File: src/rtl/sotc_pkg.sv
// shared types, constants and cordic step functions for the spherical offset block
package sotc_pkg;

  localparam int CORDIC_STEPS = 24;
  localparam int CW = 34;

  typedef logic signed [CW-1:0] cword_t;

  typedef struct packed {
    cword_t x;
    cword_t y;
    cword_t z;
  } crd_t;

  localparam cword_t CORDIC_K = 34'sd652032874;
  localparam cword_t ONE_Q30 = 34'sd1073741824;

  // arctangent of 2^-idx in 2^32-per-turn units
  function automatic cword_t atan_turn(input int idx);
    cword_t r;
    case (idx)
      0:  r = 34'sd536870912;
      1:  r = 34'sd316933406;
      2:  r = 34'sd167458907;
      3:  r = 34'sd85004756;
      4:  r = 34'sd42667331;
      5:  r = 34'sd21354465;
      6:  r = 34'sd10679838;
      7:  r = 34'sd5340245;
      8:  r = 34'sd2670163;
      9:  r = 34'sd1335087;
      10: r = 34'sd667544;
      11: r = 34'sd333772;
      12: r = 34'sd166886;
      13: r = 34'sd83443;
      14: r = 34'sd41722;
      15: r = 34'sd20861;
      16: r = 34'sd10430;
      17: r = 34'sd5215;
      18: r = 34'sd2608;
      19: r = 34'sd1304;
      20: r = 34'sd652;
      21: r = 34'sd326;
      22: r = 34'sd163;
      23: r = 34'sd81;
      default: r = '0;
    endcase
    return r;
  endfunction

  // one rotation-mode micro-rotation, floor shifts
  function automatic crd_t cordic_step(input crd_t a, input int idx);
    cword_t dx;
    cword_t dy;
    cword_t at;
    crd_t r;
    dx = a.y >>> idx;
    dy = a.x >>> idx;
    at = atan_turn(idx);
    if (!a.z[CW-1]) begin
      r.x = a.x - dx;
      r.y = a.y + dy;
      r.z = a.z - at;
    end else begin
      r.x = a.x + dx;
      r.y = a.y - dy;
      r.z = a.z + at;
    end
    return r;
  endfunction

  // clamp to [-1, 1] in q1.30
  function automatic logic signed [31:0] clamp_q30(input cword_t v);
    logic signed [31:0] r;
    if (v > ONE_Q30) begin
      r = 32'sd1073741824;
    end else if (v < -ONE_Q30) begin
      r = -32'sd1073741824;
    end else begin
      r = 32'(v);
    end
    return r;
  endfunction

endpackage

File: src/rtl/sotc_cell.sv
// one cordic cell: rotates heading and tilt vectors by one step and forwards the payload
module sotc_cell #(
  parameter int IDX = 0,
  parameter int PW = 129
) (
  input  logic            clk,
  input  logic            rst,
  input  logic            in_valid,
  output logic            in_ready,
  input  sotc_pkg::crd_t  in_h,
  input  sotc_pkg::crd_t  in_e,
  input  logic [PW-1:0]   in_pay,
  output logic            out_valid,
  input  logic            out_ready,
  output sotc_pkg::crd_t  out_h,
  output sotc_pkg::crd_t  out_e,
  output logic [PW-1:0]   out_pay
);

  logic v;

  assign in_ready = !v || out_ready;
  assign out_valid = v;

  always_ff @(posedge clk) begin
    if (rst) begin
      v <= 1'b0;
    end else if (in_ready) begin
      v <= in_valid;
    end
  end

  always_ff @(posedge clk) begin
    if (in_ready && in_valid) begin
      out_h <= sotc_pkg::cordic_step(in_h, IDX);
      out_e <= sotc_pkg::cordic_step(in_e, IDX);
      out_pay <= in_pay;
    end
  end

endmodule

File: config.mk
export PLATFORM = sky130hd
export DESIGN_NAME = sotc_cell
export DESIGN_NICKNAME = d
export VERILOG_FILES = /design/src/rtl/sotc_pkg.sv /design/src/rtl/sotc_cell.sv
export SDC_FILE = /design/constraint.sdc
export NUM_CORES = 1
export LEC_CHECK = 0
export BUFFER_PORTS_ARGS = -buffer_cell sky130_fd_sc_hd__buf_2
export CELL_PAD_IN_SITES_DETAIL_PLACEMENT = 0
export CELL_PAD_IN_SITES_GLOBAL_PLACEMENT = 2
export CORE_MARGIN = 1.5
export CORE_UTILIZATION = 25
export DETAILED_ROUTE_END_ITERATION = 7
export GPL_TIMING_DRIVEN = 0
export HOLD_SLACK_MARGIN = 0.08
export PLACE_DENSITY_LB_ADDON = 0.05
export SLEW_MARGIN = 10
export SYNTH_ARGS = -nofsm -noshare
export SYNTH_HDL_FRONTEND = slang
export SYNTH_SLANG_ARGS = --single-unit
File: constraint.sdc
create_clock -name clk -period 9.36 [get_ports clk]
set_clock_uncertainty 0.2 [all_clocks]
set_input_delay 1.404 -clock clk [delete_from_list [all_inputs] [get_ports clk]]
set_output_delay 1.404 -clock clk [all_outputs]
set_load 0.01 [all_outputs]
==> results.rst, run 1 <==
.. list-table::
   :header-rows: 1

   * - Metric
     - Value
   * - Run status
     - finished, final reports clean
   * - Most common cell after layout, fill and taps aside
     - buf_2
   * - Main synth FF type
     - edfxtp_1
   * - Post-CTS Hold Buffers
     - 0
   * - Core ar.
     - ~87000 um^2
   * - Final RePlAce weighted congestion
     - between 0.9 and 1
   * - Crit path arrival time
     - about 4.7 ns
   * - Switching power
     - around 1600 uW
   * - Most frequent cells in the layout
     - 699 x buf_2, 331 x edfxtp_1, 240 x a21oi_1
   * - Total of buffers placed on input and output ports
     - 670
   * - Number of pins with negative max-slew slack in the final report
     - 0
   * - Net total in the final layout
     - between 3000 and 4000
   * - RSZ-0062 raised after global routing
     - no
   * - Post-synthesis adder-cell area fraction
     - 12.3%
   * - Time the worst path needs with I/O delays and setup
     - about 4.5 ns
   * - Total gr overflow
     - 0
   * - Setup total negative slack
     - 0 ns
   * - Utilization after layout
     - about a third
   * - Detail Route Antenna Nets
     - 0
   * - Area of the multi-input gates
     - between 10000 and 15000 um^2
   * - Reg-to-reg setup timing slack
     - ~6.6 ns
   * - Count of warnings emitted by yosys
     - 0
   * - CP max stage delay
     - 0.64 ns
   * - IR Drop Worst-Case VDD
     - ~110 uV
   * - Total clock sinks
     - around 330
   * - CP endpoint
     - out_e[100]$_DFFE_PP_
   * - Parity-gate share of the synthesized area counting xor and xnor cells
     - about 5.3%
   * - Slowest cell on the critical path
     - a211oi_1
   * - Dominant combinational cell family by area after synthesis
     - compound AO/OA/AOI/OAI gates
   * - Clock Root Buffer
     - clkbuf_16
   * - Clock Latency Late Sink
     - slightly below 0.6 ns
   * - Maximum buffer depth of the clock tree
     - 3
   * - Die Span Y
     - ~300 um
   * - # DRC
     - 0
   * - Critical path cell sequence
     - buf_2 > ha_1 > fa_1 > nand2b_1 > a21oi_1 > o211ai_1 > a211oi_1 > o22ai_1 > o21ai_1 > a211oi_1 > a21oi_1 > xnor2_1
   * - End of the worst register-to-register path
     - out_e[0]$_DFFE_PP_
   * - Global-route usage over all layers
     - between 20% and 30%
   * - Synthesized-area fraction occupied by ao, oa, aoi and oai cells
     - 19.7%
   * - Clock transition at the registers of the reported paths
     - 0.06 ns
   * - Net count after synthesis
     - approximately 2700
   * - Max Clk Rate
     - 220 MHz
   * - Pre-Repair DR Iteration Count
     - 5
   * - Number of design-rule violations left by the first detailed-router iteration
     - ~1200
   * - Net Sw Frac
     - roughly 33%
   * - Detailed-route via count
     - about 20000
   * - Type of origin of the critical path
     - input pin
   * - Multiplexer area fraction after synthesis
     - about 1.7%
   * - Total Power
     - 4880 uW
   * - Sequential group share of total power
     - between 30% and 40%
   * - Share of the yosys chip area belonging to registers
     - between 40 and 50%
   * - Number of fill cells in the layout
     - a little over 9000
   * - Number of gates resized after CTS
     - 0
   * - Critical path fanouts, max
     - 3
   * - Count of H-tree levels built during CTS
     - 2
   * - Die X
     - 300 um
   * - Power per cell area
     - ~170 nW/um^2
   * - Share of cells above drive strength 1
     - 28.5%
   * - Post-CTS setup buffer count
     - 0
   * - Per-cell via count in the routed design
     - approximately 4.8
   * - Pin count of the biggest net entering global routing
     - 65
   * - Min-delay src
     - out_valid$_SDFFE_PP0N_
   * - Critical Path Source
     - in_e[34]
   * - Static leakage
     - around 0.012 uW
   * - Endpoints failing setup
     - 0
   * - Proportion of power drawn by the clock network
     - between 30% and 40%
   * - Int Power
     - 3280 uW
   * - Final HPWL DP
     - around 84000 um
   * - FFs w/ async S/R, synth
     - 0%
   * - Area of the die
     - about 90000 um^2
   * - Number of synthesized register bits
     - roughly 330
   * - Starting Density
     - 25.3%
   * - Num CTS Buffers
     - 44
   * - Number of top-level pins
     - between 600 and 700
   * - Portion of total power attributed to combinational logic
     - between 20% and 30%
   * - CTS tree
     - built
   * - Area grow syn2layout
     - 29.2%
   * - Num rows
     - around 110
   * - Final Hold Fails
     - 0
   * - Antenna violations before repair
     - 32
   * - Post-Synthesis Cells
     - 2168
   * - Register-to-Register Path Depth
     - 6
   * - Area fraction in and, or, nand and nor cells after synthesis
     - around a tenth
   * - Global-route wire length before repair
     - 142000 um
   * - CP Capture Type
     - flop
   * - Tightest Pin Transition
     - 1.23 ns
   * - Netlist area before placement
     - 22000 um^2
   * - Worst slew margin relative to its limit
     - between 15 and 20%
   * - Drt total wl
     - roughly 100000 um
   * - Number of global-route vias before repair
     - 19600
   * - Number of unique standard cell types used by synthesis
     - between 90 and 100
   * - Start of the worst register-to-register path
     - out_valid$_SDFFE_PP0N_
   * - Critical path data required time
     - 9.51 ns
   * - Number of stages on the worst hold path
     - 2
   * - Routed wirelength normalized by instance count
     - roughly 25 um
   * - Average footprint of a synthesized cell
     - a little over 10 um^2
   * - Final Cycle Share
     - slightly below 50%
   * - MaxCap Viol Count
     - 0
   * - Number of enable flip-flop cells after synthesis
     - roughly 330
   * - Area of all sequential standard cells
     - approximately 10000 um^2
   * - Hold crit path type
     - flop to flop
   * - Type of the setup path with the least slack
     - input pin to flop
per-stage QoR:
| stage | instance area (um^2) | hold WS [ns] | std cells | setup WS (ns) |
|---|---|---|---|---|
| after floorplan | 22000 | 0.393 | 2168 | 3.05 |
| after global placement | 26800 | 0.285 | 3993 | 1.02 |
| after detailed placement | 27000 | 0.315 | 3999 | 4.27 |
| after CTS | 28400 | 0.328 | 4080 | 4.89 |
| after global routing | 28500 | 0.387 | 4087 | 4.72 |
| final | 28500 | 0.326 | 4092 | 4.81 |
worst max-delay path, delay by kind of cell:
family	cells	cell delay, ns
simple gates	1	0.21
xor+xnor	1	0.10
buf+inv	1	0.12
compound gates	7	2.22
fa+ha+maj	2	0.63
worst min path at each step:
stage,endpoint,slack (ns)
6_report,out_valid$_SDFFE_PP0N_,0.33
5_1_grt,out_valid$_SDFFE_PP0N_,0.39
4_1_cts,out_valid$_SDFFE_PP0N_,0.33
3_5_place_dp,out_valid$_SDFFE_PP0N_,0.32
3_3_place_gp,out_valid$_SDFFE_PP0N_,0.29
2_1_floorplan,out_valid$_SDFFE_PP0N_,0.39
Yosys cell counts (5+ instances only):
master	number	area (um^2)
ha_1	204	2550
mux2i_1	38	380
a221o_1	7	70.1
nand2b_1	17	106
o221ai_1	5	43.8
a21boi_0	5	37.5
o31ai_1	21	158
nand2_1	99	372
o21ai_0	129	646
nor2_1	180	676
nor4_1	9	56.3
nor2b_1	22	138
and2_1	9	56.3
xnor2_1	106	928
inv_1	202	758
or2_2	8	50.1
buf_2	29	145
a31oi_1	19	119
a211oi_1	19	143
or4_1	5	37.5
and3_1	7	43.8
nand3_1	29	145
o21ai_1	13	65.1
nor3_1	33	165
o22ai_1	9	56.3
a2111oi_0	5	43.8
o21bai_1	39	293
nand4_1	17	106
fa_1	8	160
a21o_1	42	315
nand3b_1	7	52.6
o21a_1	19	143
o211ai_1	18	135
or3_1	14	87.6
a21oi_1	240	1200
buf_1	11	41.3
xor2_1	27	236
o31a_1	5	43.8
clkbuf_1	47	176
edfxtp_1	331	9940
o2111ai_1	7	61.3
buf_4	6	45.0
inv_2	11	41.3
flip-flops by register name, indices dropped and copies added, names as in the netlist:
register and count:
out_valid 1, out_e 101, out_h 101, out_pay 129
area by class of cell:
cell class / count / area share [%]
clock buffer: 46 / 3.89
inverter: 215 / 2.83
sequential: 332 / 35.0
antenna: 12 / 0.105
multi-input combinational: 1527 / 38.1
timing repair buffer: 676 / 12.3
clock inverter: 35 / 1.22
tap: 1155 / 5.08
buffer: 94 / 1.47
kinds of logic (layout without fill, tap and decap cells):
| family | count (synthesis) | in the layout |
|---|---|---|
| other | 0 | 12 |
| DFF | 332 | 332 |
| AOI/OAI and AO/OA | 669 | 669 |
| xor gates and xnor gates | 133 | 133 |
| buffers and inverters | 309 | 1066 |
| and+or+nand+nor | 475 | 475 |
| adders and majority gates | 212 | 212 |
| muxes | 38 | 38 |
routing by layer:
| metal | global-route usage [%] | routed length [um] |
|---|---|---|
| met3 | 4.75 | 6680 |
| met2 | 37.1 | 49200 |
| met4 | 6.27 | 2740 |
| met5 | 0.847 | 198 |
| met1 | 27.5 | 43000 |
power by group through the flow:
stage,logic (uW),registers [uW],clock network (uW)
after floorplan,664,1980,0
after global placement,1310,1920,0
after detailed placement,1310,1900,0
after CTS,1320,1880,1770
after global routing,1420,1890,1820
final,1300,1870,1710
Note: power is estimated with default switching activity, not from simulation.
==> inputs of run 2 (changes only) <==
==> constraint.sdc (replaced) <==
create_clock -name clk -period 3.8 [get_ports clk]
set_clock_uncertainty 0.2 [all_clocks]
set_input_delay 0.57 -clock clk [delete_from_list [all_inputs] [get_ports clk]]
set_output_delay 0.57 -clock clk [all_outputs]
set_load 0.01 [all_outputs]
==> results.rst, run 2 (same netlist as run 1, synthesis figures left out) <==
.. list-table::
   :header-rows: 1

   * - Metric
     - Value
   * - Run status
     - finished, final reports clean
   * - Number of fill cells in the layout
     - 9151 (-1.5%)
   * - Die Span Y
     - 300 um (unchanged)
   * - Detail Route Antenna Nets
     - 0 (unchanged)
   * - Share of cells above drive strength 1
     - 26.5% (-2.0 points)
   * - Antenna violations before repair
     - 39 (+22%)
   * - Number of gates resized after CTS
     - 0 (unchanged)
   * - Area of the multi-input gates
     - 10900 um^2 (unchanged)
   * - Reg-to-reg setup timing slack
     - 1.23 ns (-5.36 ns)
   * - Max Clk Rate
     - 270 MHz
   * - Type of the setup path with the least slack
     - input pin to flop
   * - Area grow syn2layout
     - 37.3%
   * - RSZ-0062 raised after global routing
     - no
   * - Utilization after layout
     - 34.8% (+2.1 points)
   * - Number of cells on the critical path
     - 13 (+1)
   * - Detailed-route via count
     - 20500 (+4.6%)
   * - Count of H-tree levels built during CTS
     - 2 (unchanged)
   * - Num rows
     - 108 (unchanged)
   * - Type of origin of the critical path
     - input pin
   * - Pin count of the biggest net entering global routing
     - 61 (-6.2%)
   * - IR Drop Worst-Case VDD
     - 317 uV (+180%)
   * - Critical path cell sequence
     - buf_2 > inv_1 > ha_1 > fa_1 > nand2b_1 > a21oi_1 > o211ai_1 > a211oi_1 > o22ai_1 > o21ai_1 > a211oi_1 > a21oi_1 > xnor2_1
   * - Critical path fanouts, max
     - 3 (unchanged)
   * - Total Power
     - 11900 uW (+140%)
   * - Area of the die
     - 89900 um^2 (unchanged)
   * - Clock transition at the registers of the reported paths
     - 0.06 ns (about the same)
   * - Static leakage
     - 0.0131 uW (+6.1%)
   * - Net total in the final layout
     - 3630 (+5.6%)
   * - Global-route wire length before repair
     - 147000 um (+4.0%)
   * - Final RePlAce weighted congestion
     - 0.956 (+2.2%)
   * - Top register by number of flip-flops
     - out_pay
   * - Power per cell area
     - 395 nW/um^2 (+130%)
   * - Total of buffers placed on input and output ports
     - 670 (unchanged)
   * - Time the worst path needs with I/O delays and setup
     - roughly 3.7 ns
   * - Portion of total power attributed to combinational logic
     - 28.4% (+1.7 points)
   * - Final HPWL DP
     - 85800 um (+1.9%)
   * - Num CTS Buffers
     - 44 (unchanged)
   * - End of the worst register-to-register path
     - out_pay[72]$_DFFE_PP_
   * - Area of all sequential standard cells
     - 9960 um^2 (unchanged)
   * - Worst path top cell family by delay
     - compound AO/OA/AOI/OAI gates
   * - MaxCap Viol Count
     - 0 (unchanged)
   * - Clock Root Buffer
     - clkbuf_16
   * - Number of pins with negative max-slew slack in the final report
     - 0 (unchanged)
   * - CP endpoint
     - out_e[100]$_DFFE_PP_
   * - Total gr overflow
     - 0 (unchanged)
   * - Pre-Repair DR Iteration Count
     - 5 (unchanged)
   * - Number of top-level pins
     - 672 (unchanged)
   * - Total clock sinks
     - 332 (unchanged)
   * - Tightest Pin Transition
     - 1.27 ns (+0.0304 ns)
   * - Number of design-rule violations left by the first detailed-router iteration
     - 1319 (+7.1%)
   * - Drt total wl
     - 104000 um (+2.5%)
   * - Slowest cell on the critical path
     - a211oi_1
   * - Critical Path Source
     - in_e[68]
   * - CP max stage delay
     - 0.62 ns (-0.02 ns)
   * - Maximum buffer depth of the clock tree
     - 3 (unchanged)
   * - Flip-flop count of the largest register, all copies and words added
     - 129 (unchanged)
   * - CP bufs+invs
     - 2 (+1)
   * - # DRC
     - 0 (unchanged)
   * - Start of the worst register-to-register path
     - out_valid$_SDFFE_PP0N_
   * - Hold crit path type
     - input pin to flop
   * - Clock Latency Late Sink
     - 0.60 ns (about the same)
   * - Per-cell via count in the routed design
     - 4.79 (about the same)
   * - Critical path data required time
     - 3.94 ns (-5.57 ns)
   * - Most frequent cells in the layout
     - 699 x buf_2, 331 x edfxtp_1, 240 x a21oi_1
   * - Net Sw Frac
     - 33.0% (+0.080 points)
   * - Crit path arrival time
     - 3.85 ns (-0.84 ns)
   * - Starting Density
     - 25.3% (unchanged)
   * - Global-route usage over all layers
     - 22.5% (+0.72 points)
   * - Int Power
     - 8000 uW (+140%)
   * - Number of global-route vias before repair
     - 20800 (+6.5%)
   * - Final Cycle Share
     - 97.5%
   * - Sequential group share of total power
     - 38.7% (+0.3 points)
   * - Core ar.
     - 87000 um^2 (unchanged)
   * - Die X
     - 300 um (unchanged)
   * - Endpoints failing setup
     - 0 (unchanged)
   * - Routed wirelength normalized by instance count
     - 24.4 um (-1.9%)
   * - Post-CTS setup buffer count
     - 0 (unchanged)
   * - Register-to-Register Path Depth
     - 5 (-1)
   * - CTS tree
     - built
   * - Most common cell after layout, fill and taps aside
     - buf_2
   * - Final Hold Fails
     - 0 (unchanged)
   * - Setup total negative slack
     - 0 ns (unchanged)
   * - Switching power
     - 3940 uW (+150%)
   * - CP Capture Type
     - flop
   * - Registers with the most flip-flops
     - out_pay: 129 flops, out_e: 101 flops, out_h: 101 flops
   * - Worst slew margin relative to its limit
     - 14.9% (-2.8 points)
   * - Proportion of power drawn by the clock network
     - 32.9% (-2.0 points)
run 2: power groups by stage:
| stage | clock network (uW) | logic, uW | registers [uW] |
|---|---|---|---|
| after floorplan | 0 | 1640 | 4860 |
| after global placement | 0 | 3240 | 4710 |
| after detailed placement | 0 | 3240 | 4690 |
| after CTS | 4100 | 3440 | 4620 |
| after global routing | 4200 | 3700 | 4650 |
| final | 3930 | 3400 | 4620 |
run 2: layout make-up:
class	instances	share of cell area, %
multi-input cells	1527	35.9
flip-flops and latches	332	32.9
repair buffers	867	17.9
well taps	1155	4.78
clock buffers	56	3.79
inverters	215	2.67
plain buffers	94	1.39
clock inverters	20	0.633
diodes	11	0.0910
run 2: through the flow:
step / setup slack [ns] / instances / hold WS, ns / cell area (um^2)
after floorplan: 0.0620 / 2168 / 0.401 / 22000
after global placement: -1.17 / 3993 / 0.299 / 26800
after detailed placement: -0.506 / 3999 / 0.334 / 27000
after CTS: 0.130 / 4266 / 0.0897 / 30200
after global routing: 0.0328 / 4273 / 0.115 / 30300
final: 0.0938 / 4277 / 0.131 / 30300
run 2: how the worst min path moves through the flow:
stage / startpoint / endpoint / cells past startpoint
2_1_floorplan: out_valid$_SDFFE_PP0N_ / out_valid$_SDFFE_PP0N_ / 2
3_3_place_gp: out_valid$_SDFFE_PP0N_ / out_valid$_SDFFE_PP0N_ / 2
3_5_place_dp: out_valid$_SDFFE_PP0N_ / out_valid$_SDFFE_PP0N_ / 2
4_1_cts: in_e[30] / out_e[30]$_DFFE_PP_ / 2
5_1_grt: in_e[30] / out_e[30]$_DFFE_PP_ / 2
6_report: in_e[30] / out_e[30]$_DFFE_PP_ / 2
run 2: per-layer routing:
metal	track usage [%]	vias up	share of wire, %
li1	-	9656	-
met1	27.8	9973	41
met2	38.8	708	49
met3	5.17	150	6.9
met4	6.79	10	2.6
met5	0	-	0.066
run 2: repair_timing:
item,CTS,global route
endpoints found under the hold margin,190,0
setup endpoints to repair,0,0
hold buffers,191,0
run 2: worst register-to-register path, delay by kind of cell (launching register included):
kind	cells	cell delay, ns
buffers and inverters	3	0.95
and+or+nand+nor	2	0.73
DFF	1	0.31
==> inputs of run 3 (changes only) <==
==> constraint.sdc (replaced) <==
create_clock -name clk -period 4.35 [get_ports clk]
set_clock_uncertainty 0.2 [all_clocks]
set_input_delay 0.6525 -clock clk [delete_from_list [all_inputs] [get_ports clk]]
set_output_delay 0.6525 -clock clk [all_outputs]
set_load 0.01 [all_outputs]
==> results.rst, run 3 (same netlist as run 1, synthesis figures left out) <==
.. list-table::
   :header-rows: 1

   * - Metric
     - Value
   * - Critical path data required time
     - 4.49 ns (+0.55 ns)
   * - Pin count of the biggest net entering global routing
     - 61 (unchanged)
   * - CTS tree
     - built
   * - Setup total negative slack
     - 0 ns (unchanged)
   * - Global-route wire length before repair
     - 147000 um (about the same)
   * - Pre-CTS setup slack
     - -0.0380 ns (+0.468 ns)
   * - Crit path arrival time
     - 3.92 ns (+0.07 ns)
   * - Net Sw Frac
     - 33.0% (about the same)
   * - Tightest Pin Transition
     - 1.30 ns (+0.0391 ns)
   * - Start of the worst register-to-register path
     - out_valid$_SDFFE_PP0N_
   * - IR Drop Worst-Case VDD
     - 276 uV (-13%)
   * - Clock transition at the registers of the reported paths
     - 0.06 ns (about the same)
   * - Worst hold slack after final layout
     - 0.126 ns (-0.00485 ns)
   * - Min-delay src
     - in_e[29]
   * - RSZ-0062 raised after global routing
     - no
   * - Number of fill cells in the layout
     - 9142 (-0.098%)
   * - MaxCap Viol Count
     - 0 (unchanged)
   * - Die X
     - 300 um (unchanged)
   * - Worst slew margin relative to its limit
     - 12.3% (-2.6 points)
   * - CP Capture Type
     - flop
   * - Run status
     - finished, final reports clean
   * - Detailed-route via count
     - 20500 (-0.054%)
   * - Area grow syn2layout
     - 37.3% (about the same)
   * - Registers with the most flip-flops
     - out_pay: 129 flops, out_e: 101 flops, out_h: 101 flops
   * - Number of top-level pins
     - 672 (unchanged)
   * - Share of cells above drive strength 1
     - 26.5% (about the same)
   * - Final Cycle Share
     - ~87%
   * - Total clock sinks
     - 332 (unchanged)
   * - Register-to-Register Path Depth
     - 5 (unchanged)
   * - Most frequent cells in the layout
     - 699 x buf_2, 331 x edfxtp_1, 240 x a21oi_1
   * - Max Clk Rate
     - 265 MHz
   * - Reg-to-reg setup timing slack
     - 1.77 ns (+0.54 ns)
   * - Pre-Repair DR Iteration Count
     - 6 (+1)
   * - Proportion of power drawn by the clock network
     - 32.9% (about the same)
   * - Worst path setup slack after routing
     - 0.578 ns (+0.484 ns)
   * - Int Power
     - 6980 uW (-13%)
   * - Hold crit path type
     - input pin to flop
   * - Type of origin of the critical path
     - input pin
   * - Per-cell via count in the routed design
     - 4.79 (about the same)
   * - Clock Latency Late Sink
     - 0.60 ns (about the same)
   * - Die Span Y
     - 300 um (unchanged)
   * - Number of standard cells in the layout, taps in and fillers out
     - 4277 (unchanged)
   * - Type of the setup path with the least slack
     - input pin to flop
   * - Antenna violations before repair
     - 39 (unchanged)
   * - Number of stages on the worst hold path
     - 2 (unchanged)
   * - End point of the worst hold path
     - out_e[29]$_DFFE_PP_
   * - Top register by number of flip-flops
     - out_pay
   * - Number of design-rule violations left by the first detailed-router iteration
     - 1225 (-7.1%)
   * - Routed wirelength normalized by instance count
     - 24.4 um (about the same)
   * - Critical path fanouts, max
     - 3 (unchanged)
   * - Static leakage
     - 0.0131 uW (about the same)
   * - Switching power
     - 3440 uW (-13%)
   * - Post-CTS setup buffer count
     - 0 (unchanged)
   * - Net total in the final layout
     - 3628 (-0.055%)
   * - Total gr overflow
     - 0 (unchanged)
   * - Drt total wl
     - 104000 um (about the same)
   * - Number of pins with negative max-slew slack in the final report
     - 0 (unchanged)
   * - Final HPWL DP
     - 85800 um (unchanged)
   * - Power per cell area
     - 345 nW/um^2 (-13%)
   * - Time the worst path needs with I/O delays and setup
     - 3.77 ns
   * - Sequential group share of total power
     - 38.7% (about the same)
   * - Clock Root Buffer
     - clkbuf_16
   * - End of the worst register-to-register path
     - out_pay[72]$_DFFE_PP_
   * - Count of H-tree levels built during CTS
     - 2 (unchanged)
   * - Total of buffers placed on input and output ports
     - 670 (unchanged)
   * - Flip-flop count of the largest register, all copies and words added
     - 129 (unchanged)
   * - Most common cell after layout, fill and taps aside
     - buf_2
   * - Final RePlAce weighted congestion
     - 0.956 (unchanged)
   * - Detail Route Antenna Nets
     - 0 (unchanged)
   * - Endpoints failing setup
     - 0 (unchanged)
   * - Maximum buffer depth of the clock tree
     - 3 (unchanged)
   * - Portion of total power attributed to combinational logic
     - 28.4% (about the same)
   * - Total placed cells including tap cells
     - 3999 (unchanged)
   * - Num CTS Buffers
     - 44 (unchanged)
   * - Area of the die
     - 89900 um^2 (unchanged)
   * - Number of global-route vias before repair
     - 20800 (-0.053%)
   * - Global-route usage over all layers
     - 22.5% (about the same)
   * - Core ar.
     - 87000 um^2 (unchanged)
   * - # DRC
     - 0 (unchanged)
   * - Total Power
     - 10400 uW (-13%)
   * - Num rows
     - 108 (unchanged)
   * - Final Hold Fails
     - 0 (unchanged)
   * - Starting Density
     - 25.3% (unchanged)
## run 3: area by class of cell
class	count	area, um^2	area share, %
Multi-Input combinational cell	1527	10900	35.9
Sequential cell	332	9960	32.9
Timing Repair Buffer	865	5400	17.8
Tap cell	1155	1450	4.78
Clock buffer	56	1150	3.79
Inverter	215	807	2.67
Buffer	94	420	1.39
Clock inverter	20	191	0.633
Antenna cell	13	32.5	0.108
## run 3: per-stage QoR
stage	util [%]	cell area, um^2
after floorplan	-	22000
after detailed placement	31.0	27000
after CTS	34.7	30200
after global routing	34.7	30200
after global placement	30.8	26800
final	34.8	30200
## run 3: worst max-delay path by stage
stage	cells past startpoint	start	end
global route	13	in_h[34]	out_h[60]$_DFFE_PP_
CTS	13	in_e[68]	out_e[100]$_DFFE_PP_
finish	13	in_e[68]	out_e[100]$_DFFE_PP_
global placement	3	out_ready	out_pay[81]$_DFFE_PP_
floorplan	2	out_ready	out_e[0]$_DFFE_PP_
detailed placement	13	in_e[68]	out_e[100]$_DFFE_PP_
## run 3: timing repair
action,CTS,global route
endpoints found under the hold margin,188,0
gates resized for setup,0,0
hold buffers,189,0
endpoints found under the setup margin,0,0
## run 3: power by group through the flow
stage / Combinational [uW] / Clock, uW / Sequential [uW]
6_report: 2970 / 3430 / 4030
5_1_grt: 3230 / 3670 / 4060
4_1_cts: 3000 / 3580 / 4040
3_5_place_dp: 2830 / 0 / 4100
3_3_place_gp: 2830 / 0 / 4120
2_1_floorplan: 1430 / 0 / 4250
## run 3: routing by layer
layer	part of all wire [%]	track usage (%)	up-vias
li1	-	-	9651
met1	41	27.7	9987
met2	49	38.8	680
met3	7.0	5.22	158
met4	2.7	6.79	10
met5	0.062	0	-
## run 3: worst max-delay path, cell delays in order
cell and delay (ns):
buf_2 0.11, inv_1 0.04, ha_1 0.20, fa_1 0.39
nand2b_1 0.22, a21oi_1 0.21, o211ai_1 0.22, a211oi_1 0.60
o22ai_1 0.29, o21ai_1 0.50, a211oi_1 0.17, a21oi_1 0.20
xnor2_1 0.10
